File: config.mk
export PLATFORM = sky130hd
export DESIGN_NAME = spr_queue
export DESIGN_NICKNAME = d
export VERILOG_FILES = /design/src/rtl/spr_pkg.sv /design/src/rtl/spr_queue.sv
export SDC_FILE = /design/constraint.sdc
export NUM_CORES = 1
export LEC_CHECK = 0
export ABC_AREA = 1
export BUFFER_PORTS_ARGS = -buffer_cell sky130_fd_sc_hd__buf_2
export CORE_MARGIN = 4
export CORE_UTILIZATION = 45
export CTS_CLUSTER_SIZE = 30
export DETAILED_ROUTE_END_ITERATION = 12
export GPL_ROUTABILITY_DRIVEN = 0
export PLACE_DENSITY_LB_ADDON = 0.2
export SYNTH_ARGS = -nofsm -noshare
export SYNTH_HDL_FRONTEND = slang
export SYNTH_SLANG_ARGS = --single-unit
File: constraint.sdc
create_clock -name i_clk -period 2.9 [get_ports i_clk]
set_input_delay 0.145 -clock i_clk [delete_from_list [all_inputs] [get_ports i_clk]]
set_output_delay 0.145 -clock i_clk [all_outputs]
set_load 0.03 [all_outputs]
File: src/rtl/spr_pkg.sv
package spr_pkg;

    // Fixed field widths of the request and result channels
    localparam int ACTION_W = 3;
    localparam int PAGE_W   = 31;
    localparam int SLOT_W   = 8;
    localparam int LEN_W    = 11;
    localparam int BIDX_W   = 10;
    localparam int BYTE_W   = 8;
    localparam int STATUS_W = 2;
    localparam int SPACE_W  = 12;

    // Request action codes
    localparam logic [ACTION_W-1:0] ACT_CLEAR  = 3'd0;
    localparam logic [ACTION_W-1:0] ACT_INSERT = 3'd1;
    localparam logic [ACTION_W-1:0] ACT_WRITE  = 3'd2;
    localparam logic [ACTION_W-1:0] ACT_DELETE = 3'd3;
    localparam logic [ACTION_W-1:0] ACT_FIRST  = 3'd4;
    localparam logic [ACTION_W-1:0] ACT_NEXT   = 3'd5;
    localparam logic [ACTION_W-1:0] ACT_READ   = 3'd6;

    // Result status codes
    localparam logic [STATUS_W-1:0] ST_OK   = 2'd0;
    localparam logic [STATUS_W-1:0] ST_DONE = 2'd1;
    localparam logic [STATUS_W-1:0] ST_FAIL = 2'd2;

    typedef enum logic [2:0] {
        OP_CLEAR,
        OP_INSERT,
        OP_WRITE,
        OP_DELETE,
        OP_FIRST,
        OP_NEXT,
        OP_READ,
        OP_BAD
    } t_op;

    // Classified request, as queued between front and back
    typedef struct packed {
        t_op               op;
        logic              page_ok;
        logic [SLOT_W-1:0] slot;
        logic [LEN_W-1:0]  len;
        logic [BIDX_W-1:0] bidx;
        logic [BYTE_W-1:0] bval;
    } t_cmd;

    typedef enum logic [3:0] {
        S_IDLE,
        S_SCAN,
        S_SLOT_Q,
        S_BYTE_Q,
        S_ADJ_RD,
        S_ADJ_WR,
        S_MV_RD,
        S_MV_WR,
        S_TRIM,
        S_DONE
    } t_state;

    // Back-end status seen by the top level
    typedef struct packed {
        logic idle;
        logic empty;
        logic has_free;
    } t_bk_stat;

endpackage

File: src/rtl/spr_queue.sv
module spr_queue (
    input  logic          i_clk,
    input  logic          i_rst_n,
    input  spr_pkg::t_cmd i_cmd,
    input  logic          i_valid,
    output logic          o_ready,
    output spr_pkg::t_cmd o_cmd,
    output logic          o_valid,
    input  logic          i_ready
);
    import spr_pkg::*;

    t_cmd       r_mem [2];
    logic       r_wp;
    logic       r_rp;
    logic [1:0] r_fill;
    logic       push;
    logic       pop;

    assign o_ready = (r_fill != 2'd2);
    assign o_valid = (r_fill != 2'd0);
    assign o_cmd   = r_mem[r_rp];
    assign push    = i_valid && o_ready;
    assign pop     = o_valid && i_ready;

    // Advance pointers and fill level
    always_ff @(posedge i_clk) begin
        if (!i_rst_n) begin
            r_wp   <= 1'b0;
            r_rp   <= 1'b0;
            r_fill <= 2'd0;
        end else begin
            if (push) r_wp <= ~r_wp;
            if (pop)  r_rp <= ~r_rp;
            r_fill <= r_fill + 2'(push) - 2'(pop);
        end
    end

    // Store the entry
    always_ff @(posedge i_clk) begin
        if (push) r_mem[r_wp] <= i_cmd;
    end

endmodule

Word-level counts from Yosys, hierarchy flattened
Memory sizes are Yosys's and may differ from the RTL's. A register that Yosys moved wholly into a read port is not among the register bits.
Index checks and enable logic that the tools add are counted.
- flip-flop bits (word level): 4
- bits in latches: 0
- memory bits (writable): 82
- ROM bits: 0
- input bits: 45
- output and inout port bits: 43
- word-level logic and storage cells: 16
- memories kept: 1
- memory list (memory ; depth ; bits a word ; read ports ; clocked after memory_dff ; write ports ; line ; text):
    r_mem ; 2 ; 41 ; 1 ; 1 ; 1 ; spr_queue.sv:13 ; t_cmd r_mem [2];
- $add $sub $neg: 2
- multiply operators: 0
- div/mod/pow operators: 0
- order comparisons: 0
- equality and inequality tests: 1
- shift-type cells: 0
- multiplexer cells: 4
- bitwise operators: 2
- reductions and logical operators: 3
- operator list (operator ; number):
    two-way mux 1 bit ; 4
    adder 2 x 1 -> 2 bit ; 1
    logical AND 1 bit ; 2
    inequality test 2 bit (second input constant) ; 1
    NOT 1 bit ; 2
    nonzero test 2 bit ; 1
    subtractor 2 x 1 -> 2 bit ; 1

Logic depth before layout (Yosys ltp)
- depth after elaboration: 4
- gate-level depth with buffers: 11
- depth with buffers taken out: 11

Worst setup path after synthesis
No wires, ideal clock.
- path type: register to register
- start point: register r_fill[0]
- end point: memory r_mem[0][0] in the netlist's numbering, enable pin
- setup time: 0.439 ns
- arrival time: 2.511 ns
- required time: 2.461 ns
- path slack: -0.051 ns
- cell stages (with the launch flop): 5
- buffers on the path: 0
- period minus slack after synthesis: 2.951 ns
- path through: dfxtp_1 inv_1 nand2_1 nand2_1 nor2_1
- longest elaborated chain between the ends: 4
- ends and longest elaborated chain (element ; line ; text):
    start: declaration ; spr_queue.sv:16 ; logic [1:0] r_fill;
    start signal: assignment ; spr_queue.sv:35 ; r_fill <= r_fill + 2'(push) - 2'(pop);
    inequality test 2 bit ; spr_queue.sv:20 ; assign o_ready = (r_fill != 2'd2);
    via o_ready ; spr_queue.sv:6 ; output logic o_ready,
    logical AND 1 bit ; spr_queue.sv:23 ; assign push = i_valid && o_ready;
    two-way mux 1 bit ; spr_queue.sv:41 ; if (push) r_mem[r_wp] <= i_cmd;
    two-way mux 1 bit (not written as such) ; spr_queue.sv:41 ;
    end: declaration ; spr_queue.sv:13 ;
The timed path passes the listed nets, and every way through them passes these cells.

==> out/results.tsv <==
stage	metric	value	unit
global_route	initial antenna violation count	0	
clock_network	CTS tree	built	
synthesis	Netlist cell types	12	
critical_path	critical-path maximum fanout	27	
finish	final core occ	61.6	%
critical_path	Worst R2R End	r_mem[1][28]$_DFFE_PP_	
finish	cell area after layout	4490	um^2
global_route	number of global-route vias before repair	1933	
power_and_ir_drop	VDD IR max	0.567	mV
worst_hold_path	Hold Crit Depth	3	
timing	unrepaired setup endpoints after global routing	false	
clock_network	PostCTS Resize Cnt	0	
clock_network	Skew-Pair Late Insertion Delay	0.34	ns
power_and_ir_drop	PwrDens	810	nW/um^2
synthesis	Synth Instances	164	
synthesis	Post-Syn Area	3410	um^2
critical_path	slowest stage delay, CP	0.67	ns
detailed_routing	antenna viol nets, final	0	
synthesis	Syn Area/Cell	20.8	um^2
timing	part of the cycle the worst path needs	68.0	%
critical_path	crit-path cells	buf_12 > mux2_4 > buf_2	
detailed_routing	DR vias	1845	
critical_path	critical path arrival	1.83	ns
critical_path	Worst Path Required	2.76	ns
timing	Max Slew Vio Count	0	
critical_path	Slowest-stage cell, CP	dfxtp_2	
clock_network	clk sinks	87	
clock_network	CTS hold repair buffers	41	
critical_path	Setup CP Type	reg2out	
floorplanning	full die area	9020	um^2
floorplanning	Die Ht	95.0	um
finish	Fillers	560	
floorplanning	top-level port count	88	
floorplanning	CORE AREA	7290	um^2
detailed_routing	final wirelength	5.79	mm
critical_path	Crit path max-delay family	flip-flops	
global_route	largest net degree at the start of global routing	42	
critical_path	critical path launch point type	flip-flop	
detailed_routing	detail-routed net length per standard cell	14.3	um
detailed_routing	vias per cell	4.57	
detailed_routing	DRT iter0 DRCs	55	
timing	Max Clk Rate	507	MHz
finish	fraction of layout cells with a size suffix above 1	48.5	%
placed_design	Placed Area	3910	um^2
clock_network	post-CTS setup buffer count	0	
floorplanning	row count	31	
synthesis	Ys Warns	0	
timing	Clock Skews	0.00850	ns
global_route	total gr overflow	0	
synthesis	post-synthesis sequential area ratio	75.2	%
clock_network	Reg clk slew, reported paths	0.08	ns
critical_path	R2R Path Start	r_fill[0]$_SDFF_PN0_	
critical_path	Worst R2R Setup Slack	1.21	ns
power_and_ir_drop	Pleak	0.00181	uW
clock_network	CTS root buf	clkbuf_8	
worst_hold_path	hold path start	i_rst_n	
finish	Layout area overhead	31.9	%
timing	Slew @ Worst Pin	0.904	ns
clock_network	H-tree levels	3	
worst_hold_path	Hold EP	r_fill[0]$_SDFF_PN0_	
synthesis	Net Count, Synth	211	
finish	NumNets Final	347	
critical_path	Buf/Inv on CP	2	
status	status	completed	
global_route	GRT Overall Usage	13.9	%
critical_path	cell count of the worst reg-to-reg path	4	
critical_path	Levels on crit path	3	
synthesis	#FFs+latches synth	87	
placed_design	hpwl dp	3.48	mm
detailed_routing	TritonRoute pass-1 iters	4	
clock_network	Clock Path Buffers	2	
clock_network	Inserted Clock Buffers	9	
placed_design	IO Port Bufs	87	
detailed_routing	DRC Markers	0	
timing	count of final hold-check violations	0	
global_route	first-pass GRT wire length	9.24	mm
floorplanning	Horiz. Die Dim	95.0	um
worst_hold_path	HP Class	in2reg	
timing	Slew Limit Headroom	39.6	%
timing	final setup violation count	0	
critical_path	CP Capture Type	primary output	
job	Max-Cap Viols	0	
floorplanning	initial cell density of the core	46.7	%
finish	antenna cells	0	
timing	Setup TNS	0	ns
timing	crit path time final	1.97	ns
==> cells in the final DEF (no fill, tap or decap), types with 2 or more instances in the layout <==
| cell | count |
|---|---|
| buf_2 | 87 |
| a21oi_1 | 2 |
| edfxtp_1 | 82 |
| inv_6 | 2 |
| nand3_1 | 3 |
| nor2_1 | 7 |
| ha_1 | 2 |
| mux2_4 | 40 |
| nand2_1 | 9 |
| dfxtp_1 | 4 |
| clkbuf_8 | 9 |
| inv_1 | 6 |
| clkinv_2 | 2 |
| dlygate4sd3_1 | 41 |
==> metrics by stage <==
stage / hold WS (ns) / power, uW / instances / worst slack, ns
2_1_floorplan: 0.238 / 2670 / 164 / 0.618
3_3_place_gp: 0.333 / 2910 / 347 / 1.20
3_5_place_dp: 0.336 / 2910 / 347 / 1.17
4_1_cts: 0.0194 / 3690 / 404 / 0.883
5_1_grt: 0.0553 / 3830 / 404 / 0.830
6_report: 0.0462 / 3640 / 404 / 0.929
==> flip-flops by register name, summed over array words and instances (netlist names), named ones only <==
signal	cells
r_fill	2
r_mem	82
r_rp	1
r_wp	1
==> worst reg2reg max path, cell delays in order, from the launching register on <==
cell and delay, ns:
dfxtp_1 0.35, inv_1 0.06, nand2_1 0.11, nand3_1 0.11
inv_2 0.68
==> layout make-up <==
type	count	area [um^2]	area share [%]
Timing Repair Buffer	130	873	19.4
Tap cell	99	124	2.76
Clock buffer	9	124	2.76
Clock inverter	7	47.5	1.06
Inverter	7	26.3	0.585
Sequential cell	87	2560	57.1
Multi-Input combinational cell	65	733	16.3
==> where the power goes <==
group	internal (uW)	switching, uW
logic	507	728
registers	1590	83.6
clock network	313	413
total	2410	1220
==> metal layers <==
| layer | part of all wire (%) | track usage [%] | up-vias |
|---|---|---|---|
| met5 | 0 | 0 | - |
| met4 | 1.2 | 6.49 | 0 |
| met3 | 4.9 | 3.51 | 7 |
| met2 | 51 | 22.8 | 47 |
| met1 | 43 | 17.4 | 900 |
| li1 | - | - | 891 |
==> synth_stat cells <==
library cell / number / share of area (%)
edfxtp_1: 82 / 72
mux2_4: 40 / 18
nand2_1: 9 / 0.99
nor2_1: 8 / 0.88
inv_1: 7 / 0.77
dfxtp_1: 5 / 2.9
buf_12: 4 / 2.4
nand3_1: 3 / 0.44
a21oi_1: 2 / 0.29
ha_1: 2 / 0.73
buf_6: 1 / 0.33
mux2_2: 1 / 0.33
==> how the worst max path moves through the flow <==
stage | from | to | slack (ns)
finish | flip-flop | o_cmd[0] | 0.93
global route | flip-flop | o_cmd[0] | 0.83
CTS | flip-flop | o_cmd[0] | 0.88
detailed placement | r_fill[0]$_SDFF_PN0_ | r_mem[1][15]$_DFFE_PP_ | 1.17
global placement | r_fill[0]$_SDFF_PN0_ | r_mem[1][26]$_DFFE_PP_ | 1.20
floorplan | r_fill[0]$_SDFF_PN0_ | r_mem[0][0]$_DFFE_PP_ | 0.62
==> logic make-up (layout without fill, tap and decap cells) <==
family                     after synthesis  in the layout  synth area share (%)
AOI/OAI and AO/OA                        2              2                 0.294
and+or+nand+nor                         20             20                  2.31
DFF                                     87             87                  75.2
muxes                                   41             41                  18.0
adders and majority gates                2              2                 0.735
buffers and inverters                   12            153                  3.45
No activity file was read; power rests on OpenSTA's default activity.
