===== config.mk =====
export PLATFORM = sky130hd
export DESIGN_NAME = spr_front_flat
export DESIGN_NICKNAME = d
export VERILOG_FILES = /design/src/rtl/spr_pkg.sv /design/src/rtl/spr_ifs.sv /design/src/rtl/spr_front.sv /design/src/flat_wrapper.sv
export SDC_FILE = /design/constraint.sdc
export NUM_CORES = 1
export LEC_CHECK = 0
export BUFFER_PORTS_ARGS = -buffer_cell sky130_fd_sc_hd__buf_2
export CAP_MARGIN = 30
export CORE_MARGIN = 8
export CORE_UTILIZATION = 32
export CTS_CLUSTER_DIAMETER = 40
export DETAILED_ROUTE_END_ITERATION = 8
export GPL_TIMING_DRIVEN = 0
export PLACE_DENSITY = 0.67
export SETUP_SLACK_MARGIN = 0.3
export SYNTH_ARGS = -nofsm -noshare
export SYNTH_HDL_FRONTEND = slang
export SYNTH_SLANG_ARGS = --single-unit

===== constraint.sdc =====
create_clock -name i_clk -period 2.8 [get_ports i_clk]
set_input_delay 0.28 -clock i_clk [delete_from_list [all_inputs] [get_ports i_clk]]
set_output_delay 0.28 -clock i_clk [all_outputs]
set_load 0.02 [all_outputs]

===== src/rtl/spr_pkg.sv =====
package spr_pkg;

    // Fixed field widths of the request and result channels
    localparam int ACTION_W = 3;
    localparam int PAGE_W   = 31;
    localparam int SLOT_W   = 8;
    localparam int LEN_W    = 11;
    localparam int BIDX_W   = 10;
    localparam int BYTE_W   = 8;
    localparam int STATUS_W = 2;
    localparam int SPACE_W  = 12;

    // Request action codes
    localparam logic [ACTION_W-1:0] ACT_CLEAR  = 3'd0;
    localparam logic [ACTION_W-1:0] ACT_INSERT = 3'd1;
    localparam logic [ACTION_W-1:0] ACT_WRITE  = 3'd2;
    localparam logic [ACTION_W-1:0] ACT_DELETE = 3'd3;
    localparam logic [ACTION_W-1:0] ACT_FIRST  = 3'd4;
    localparam logic [ACTION_W-1:0] ACT_NEXT   = 3'd5;
    localparam logic [ACTION_W-1:0] ACT_READ   = 3'd6;

    // Result status codes
    localparam logic [STATUS_W-1:0] ST_OK   = 2'd0;
    localparam logic [STATUS_W-1:0] ST_DONE = 2'd1;
    localparam logic [STATUS_W-1:0] ST_FAIL = 2'd2;

    typedef enum logic [2:0] {
        OP_CLEAR,
        OP_INSERT,
        OP_WRITE,
        OP_DELETE,
        OP_FIRST,
        OP_NEXT,
        OP_READ,
        OP_BAD
    } t_op;

    // Classified request, as queued between front and back
    typedef struct packed {
        t_op               op;
        logic              page_ok;
        logic [SLOT_W-1:0] slot;
        logic [LEN_W-1:0]  len;
        logic [BIDX_W-1:0] bidx;
        logic [BYTE_W-1:0] bval;
    } t_cmd;

    typedef enum logic [3:0] {
        S_IDLE,
        S_SCAN,
        S_SLOT_Q,
        S_BYTE_Q,
        S_ADJ_RD,
        S_ADJ_WR,
        S_MV_RD,
        S_MV_WR,
        S_TRIM,
        S_DONE
    } t_state;

    // Back-end status seen by the top level
    typedef struct packed {
        logic idle;
        logic empty;
        logic has_free;
    } t_bk_stat;

endpackage


===== src/rtl/spr_ifs.sv =====
interface spr_in_if;
    logic        valid;
    logic        ready;
    logic [2:0]  action;
    logic [30:0] page_number;
    logic [7:0]  slot_number;
    logic [10:0] record_length;
    logic [9:0]  byte_index;
    logic [7:0]  byte_value;

    modport source (
        output valid, action, page_number, slot_number, record_length,
               byte_index, byte_value,
        input  ready
    );
    modport sink (
        input  valid, action, page_number, slot_number, record_length,
               byte_index, byte_value,
        output ready
    );
endinterface



===== src/rtl/spr_front.sv =====
module spr_front (
    input  logic                          i_clk,
    input  logic                          i_rst_n,
    input  logic                          i_cfg_we,
    input  logic [spr_pkg::PAGE_W-1:0]    i_cfg_data,
    spr_in_if.sink                        i_in,
    output spr_pkg::t_cmd                 o_cmd,
    output logic                          o_cmd_valid,
    input  logic                          i_cmd_ready
);
    import spr_pkg::*;

    logic [PAGE_W-1:0] r_page_id;
    t_op               op;

    // Hold the page number register
    always_ff @(posedge i_clk) begin
        if (!i_rst_n) begin
            r_page_id <= '0;
        end else if (i_cfg_we) begin
            r_page_id <= i_cfg_data;
        end
    end

    // Decode the action code
    always_comb begin
        unique case (i_in.action)
            ACT_CLEAR:  op = OP_CLEAR;
            ACT_INSERT: op = OP_INSERT;
            ACT_WRITE:  op = OP_WRITE;
            ACT_DELETE: op = OP_DELETE;
            ACT_FIRST:  op = OP_FIRST;
            ACT_NEXT:   op = OP_NEXT;
            ACT_READ:   op = OP_READ;
            default:    op = OP_BAD;
        endcase
    end

    // Classify and hand the transfer to the queue
    assign o_cmd.op      = op;
    assign o_cmd.page_ok = (i_in.page_number == r_page_id);
    assign o_cmd.slot    = i_in.slot_number;
    assign o_cmd.len     = i_in.record_length;
    assign o_cmd.bidx    = i_in.byte_index;
    assign o_cmd.bval    = i_in.byte_value;
    assign o_cmd_valid   = i_in.valid;
    assign i_in.ready    = i_cmd_ready;

endmodule


===== src/flat_wrapper.sv =====
// flat-port wrapper written by rule: the top's interface ports become plain ports
module spr_front_flat import spr_pkg::*;
  (i_clk, i_rst_n, i_cfg_we, i_cfg_data, o_cmd, o_cmd_valid, i_cmd_ready, i_in_valid, i_in_action, i_in_page_number, i_in_slot_number, i_in_record_length, i_in_byte_index, i_in_byte_value, i_in_ready);
  spr_in_if i_in_i ();
  input  logic i_clk;
  input  logic i_rst_n;
  input  logic i_cfg_we;
  input  logic [spr_pkg::PAGE_W-1:0] i_cfg_data;
  output spr_pkg::t_cmd o_cmd;
  output logic o_cmd_valid;
  input  logic i_cmd_ready;
  input wire logic [$bits(i_in_i.valid)-1:0] i_in_valid;
  input wire logic [$bits(i_in_i.action)-1:0] i_in_action;
  input wire logic [$bits(i_in_i.page_number)-1:0] i_in_page_number;
  input wire logic [$bits(i_in_i.slot_number)-1:0] i_in_slot_number;
  input wire logic [$bits(i_in_i.record_length)-1:0] i_in_record_length;
  input wire logic [$bits(i_in_i.byte_index)-1:0] i_in_byte_index;
  input wire logic [$bits(i_in_i.byte_value)-1:0] i_in_byte_value;
  output wire logic [$bits(i_in_i.ready)-1:0] i_in_ready;
  assign i_in_i.valid = i_in_valid;
  assign i_in_i.action = i_in_action;
  assign i_in_i.page_number = i_in_page_number;
  assign i_in_i.slot_number = i_in_slot_number;
  assign i_in_i.record_length = i_in_record_length;
  assign i_in_i.byte_index = i_in_byte_index;
  assign i_in_i.byte_value = i_in_byte_value;
  assign i_in_ready = i_in_i.ready;
  spr_front u_core (.i_clk(i_clk), .i_rst_n(i_rst_n), .i_cfg_we(i_cfg_we), .i_cfg_data(i_cfg_data), .i_in(i_in_i), .o_cmd(o_cmd), .o_cmd_valid(o_cmd_valid), .i_cmd_ready(i_cmd_ready));
endmodule

Yosys cells after proc, flatten, opt, wreduce, memory -nomap -nowiden
Cells that the tools add are included.
{"block": "word_totals", "regBits": 31, "input_bits": 107, "out_inout_bits": 43, "word_cells": 10}
{"block": "op_classes", "eq_ne": 7, "mux": 1, "n_reduce_logical": 1}
{"operator": "equality test 31 bit", "count": 1}
{"operator": "one-hot mux 3 bit (7 select lines)", "count": 1}
{"operator": "equality test 3 bit, second input constant", "count": 3}
{"operator": "equality test 3 x 2 -> 1 bit, second input constant", "count": 2}
{"operator": "equality test 3 x 1 -> 1 bit, second input constant", "count": 1}
{"operator": "zero test 3 bit", "count": 1}

Longest topological paths before layout
{"block": "logic_depth", "ltp_word": 2, "mapped_depth": 4, "ltp_nobuf": 4}

Worst setup path after synthesis
OpenSTA, ideal clock, no wires.
{"block": "synth_timing", "path_kind": "reg2out", "from": "register u_core.r_page_id[24]", "to": "output port o_cmd[37] (netlist bit)", "arrival_time_ps": 1290, "required_ps": 2520, "slack_ps": 1230, "path_stages_with_launch": 5, "path_buffers": 0, "path_cell_list": "dfxtp_1 > xor2_1 > nor4_1 > nand4_1 > nor4_2"}
{"element": "start: declaration", "line": "spr_front.sv:13", "source": "logic [PAGE_W-1:0] r_page_id;"}
{"element": "start signal: assignment", "line": "spr_front.sv:21", "source": "r_page_id <= i_cfg_data;"}
{"element": "end: declaration", "line": "flat_wrapper.sv:9", "source": "output spr_pkg::t_cmd o_cmd;"}

==> flow_metrics.tcl <==
set metrics [dict create \
    status "finished clean" \
    dieWidth_um 91.0 \
    synth-simple-area-share_pct 14.6 \
    antenna_found_initial 0 \
    row_count 27 \
    die_h_um 91.0 \
    min_period_ps 2040 \
    ys_seq_area_share_pct 34.5 \
    max_freq_mhz 490 \
    tightest_slew_ps 435 \
    cp-end-kind "output port" \
    synth-seq-cells 31 \
    grt_pass1_wl_um 8070 \
    worstHoldStart "i_rst_n" \
    slowest_delay_ps 430 \
    area_delta_synth_final_pct 40.0 \
    fin_tns_setup_ps 0 \
    die-area_mm2 0.00828 \
    pin_count 150 \
    clockBufferDepth 2 \
    largest-register "u_core.r_page_id" \
    yosys.cell_types.count 11 \
    worst-path-buf-inv 1 \
    cts_tree "done" \
    synth_mux_area_share_pct 17.2 \
    max_cap_violations 0 \
    drv_slew 0 \
    remaining_drc_errors 0 \
    grt_pass1_vias 1580 \
    grt_overflow_total 0 \
    vias_per_cell 4.11 \
    clk_latency_ps 270 \
    cts_setup_buffers 0 \
    place_hpwl_um 4440 \
    grt_usage_pct 12.2 \
    vias 1518 \
    fin_ws_ps 759 \
    ys_warn_count 0 \
    period_share_pct 72.9 \
    largestRegisters "u_core.r_page_id (31)" \
    pre_cts_slack_ps 986 \
    worstSetupPathType "flop to output port" \
    setup_viol 0 \
    grt_max_degree 11 \
    gp_congestion 0.745 \
    syn_area_mm2 0.00180 \
    coreArea_mm2 0.00547 \
    slew_headroom_pct 70.7 \
    finalHoldViolations 0 \
    clock-sinks 31 \
    cts.clk_slew.worst_paths_ps 60 \
    synth_compound_area_share_pct 0 \
    synth-xor-area-share_pct 15.1 \
    crit_fanout 2 \
    nFillCells 540 \
    syn_nets 290 \
    avgSynthCellArea_um2 9.84 \
    nets 403 \
    leakagePower_nw 1.31 \
    final.setup_skew_ps 0 \
    vdd_drop_max_mv 0.306 \
    htreeDepth 2 \
    drt_first_pass_iters 3 \
    diodes 0 \
    largest_reg_flops 31 \
    worst_ep_required_time_ps 2520 \
    critPathTopFamily "simple AND/OR/NAND/NOR gates" \
    reg2reg_from "u_core.r_page_id[15]" \
    r2r-end "u_core.r_page_id[15]" \
    whs_path_depth 2 \
    synth_cells 183 \
    slowest_stage "nor4_1" \
    hold_buffers 0 \
    start_util_pct 32.9 \
    wl_per_cell_um 14.0 \
    start_kind "flop" \
    yosys.area_share.adder_pct 0 \
    drt-total-wl_um 5180 \
    r2r_slack_ps 2170 \
    drt_iter0_drc 9 \
    cts-root-buf "clkbuf_8" \
    drive_gt1_share_pct 52.9 \
    drtAntennaViolNets 0 \
    critical_path.cell_chain "xor2_1, nor4_1, nand4_1, nor4_2, buf_2" \
    port_buffers 106 \
    hold_class "input pin to flop" \
    rsz0062_at_grt "false" \
    post_cts_resized 0 \
    synth_top_family_by_area "buffers and inverters" \
    cts-buffers-inserted 5 \
    cp_data_arrival_time_ps 1760 \
    totalPowerFinal_mw 1.14 \
    worstHoldEndpoint "u_core.r_page_id[21]" \
    power_density_mw_per_mm2 451 \
    reg2reg_depth 2 \
]
-- metrics by stage --
step | utilization (%) | std cells | instance area [µm²] | hold WS (ps)
after floorplan | - | 183 | 1800 | 408
after global placement | 44.2 | 361 | 2420 | 518
after detailed placement | 44.2 | 361 | 2420 | 524
after CTS | 46.1 | 369 | 2520 | 237
after global routing | 46.1 | 369 | 2520 | 247
final | 46.1 | 369 | 2520 | 244
-- cells in the final DEF (no fill, tap or decap), drive strengths merged --
cell | netlist | layout
buf | 43 | 149
mux2i | 31 | 31
nor2b | 31 | 31
nand4 | 4 | 4
dfxtp | 31 | 31
xnor2 | 11 | 11
nor4 | 6 | 6
clkbuf | 6 | 14
xor2 | 20 | 20
-- synth_stat cells --
master,count,area (µm²)
buf_4,39,293
dfxtp_1,31,621
mux2i_1,31,310
nor2b_1,31,194
xor2_1,20,175
xnor2_1,11,96.3
clkbuf_1,6,22.5
nor4_1,5,31.3
buf_2,4,20.0
nand4_1,4,25.0
nor4_2,1,12.5
-- cell type report --
type,count,area [µm²],share of cell area (%)
Multi-Input combinational cell,103,845,33.5
Buffer,49,335,13.3
Timing Repair Buffer,106,531,21.0
Clock buffer,8,100,3.97
Sequential cell,31,621,24.6
Tap cell,72,90.1,3.57
-- cell families (layout without fill, tap and decap cells) --
logic type	Yosys count	after routing
buf+inv	49	163
mux	31	31
simple gates	41	41
flops	31	31
xor+xnor	31	31
-- power by group --
group          internal (mW)  switching [mW]
clock network          0.224           0.160
registers              0.468          0.0169
logic                  0.147           0.123
-- how the worst max path moves through the flow --
stage	start	slack, ps	cells past startpoint	end
2_1_floorplan	u_core.r_page_id[24]	1230	4	o_cmd[37]
3_3_place_gp	i_in_page_number[21]	950	6	o_cmd[37]
3_5_place_dp	i_in_page_number[21]	990	6	o_cmd[37]
4_1_cts	u_core.r_page_id[21]	700	5	o_cmd[37]
5_1_grt	u_core.r_page_id[21]	520	5	o_cmd[37]
6_report	u_core.r_page_id[21]	760	5	o_cmd[37]
-- per-layer routing --
metal  routed length [µm]  vias up  share of wire [%]  track usage [%]
met2                 2440       94                 47             20.1
met3                  673        5                 13             7.24
met1                 2030      638                 39             12.9
li1                     -      781                  -                -
met4                   42        0               0.81             3.27
met5                    0        -                  0                0
No activity file was read; power rests on OpenSTA's default activity.
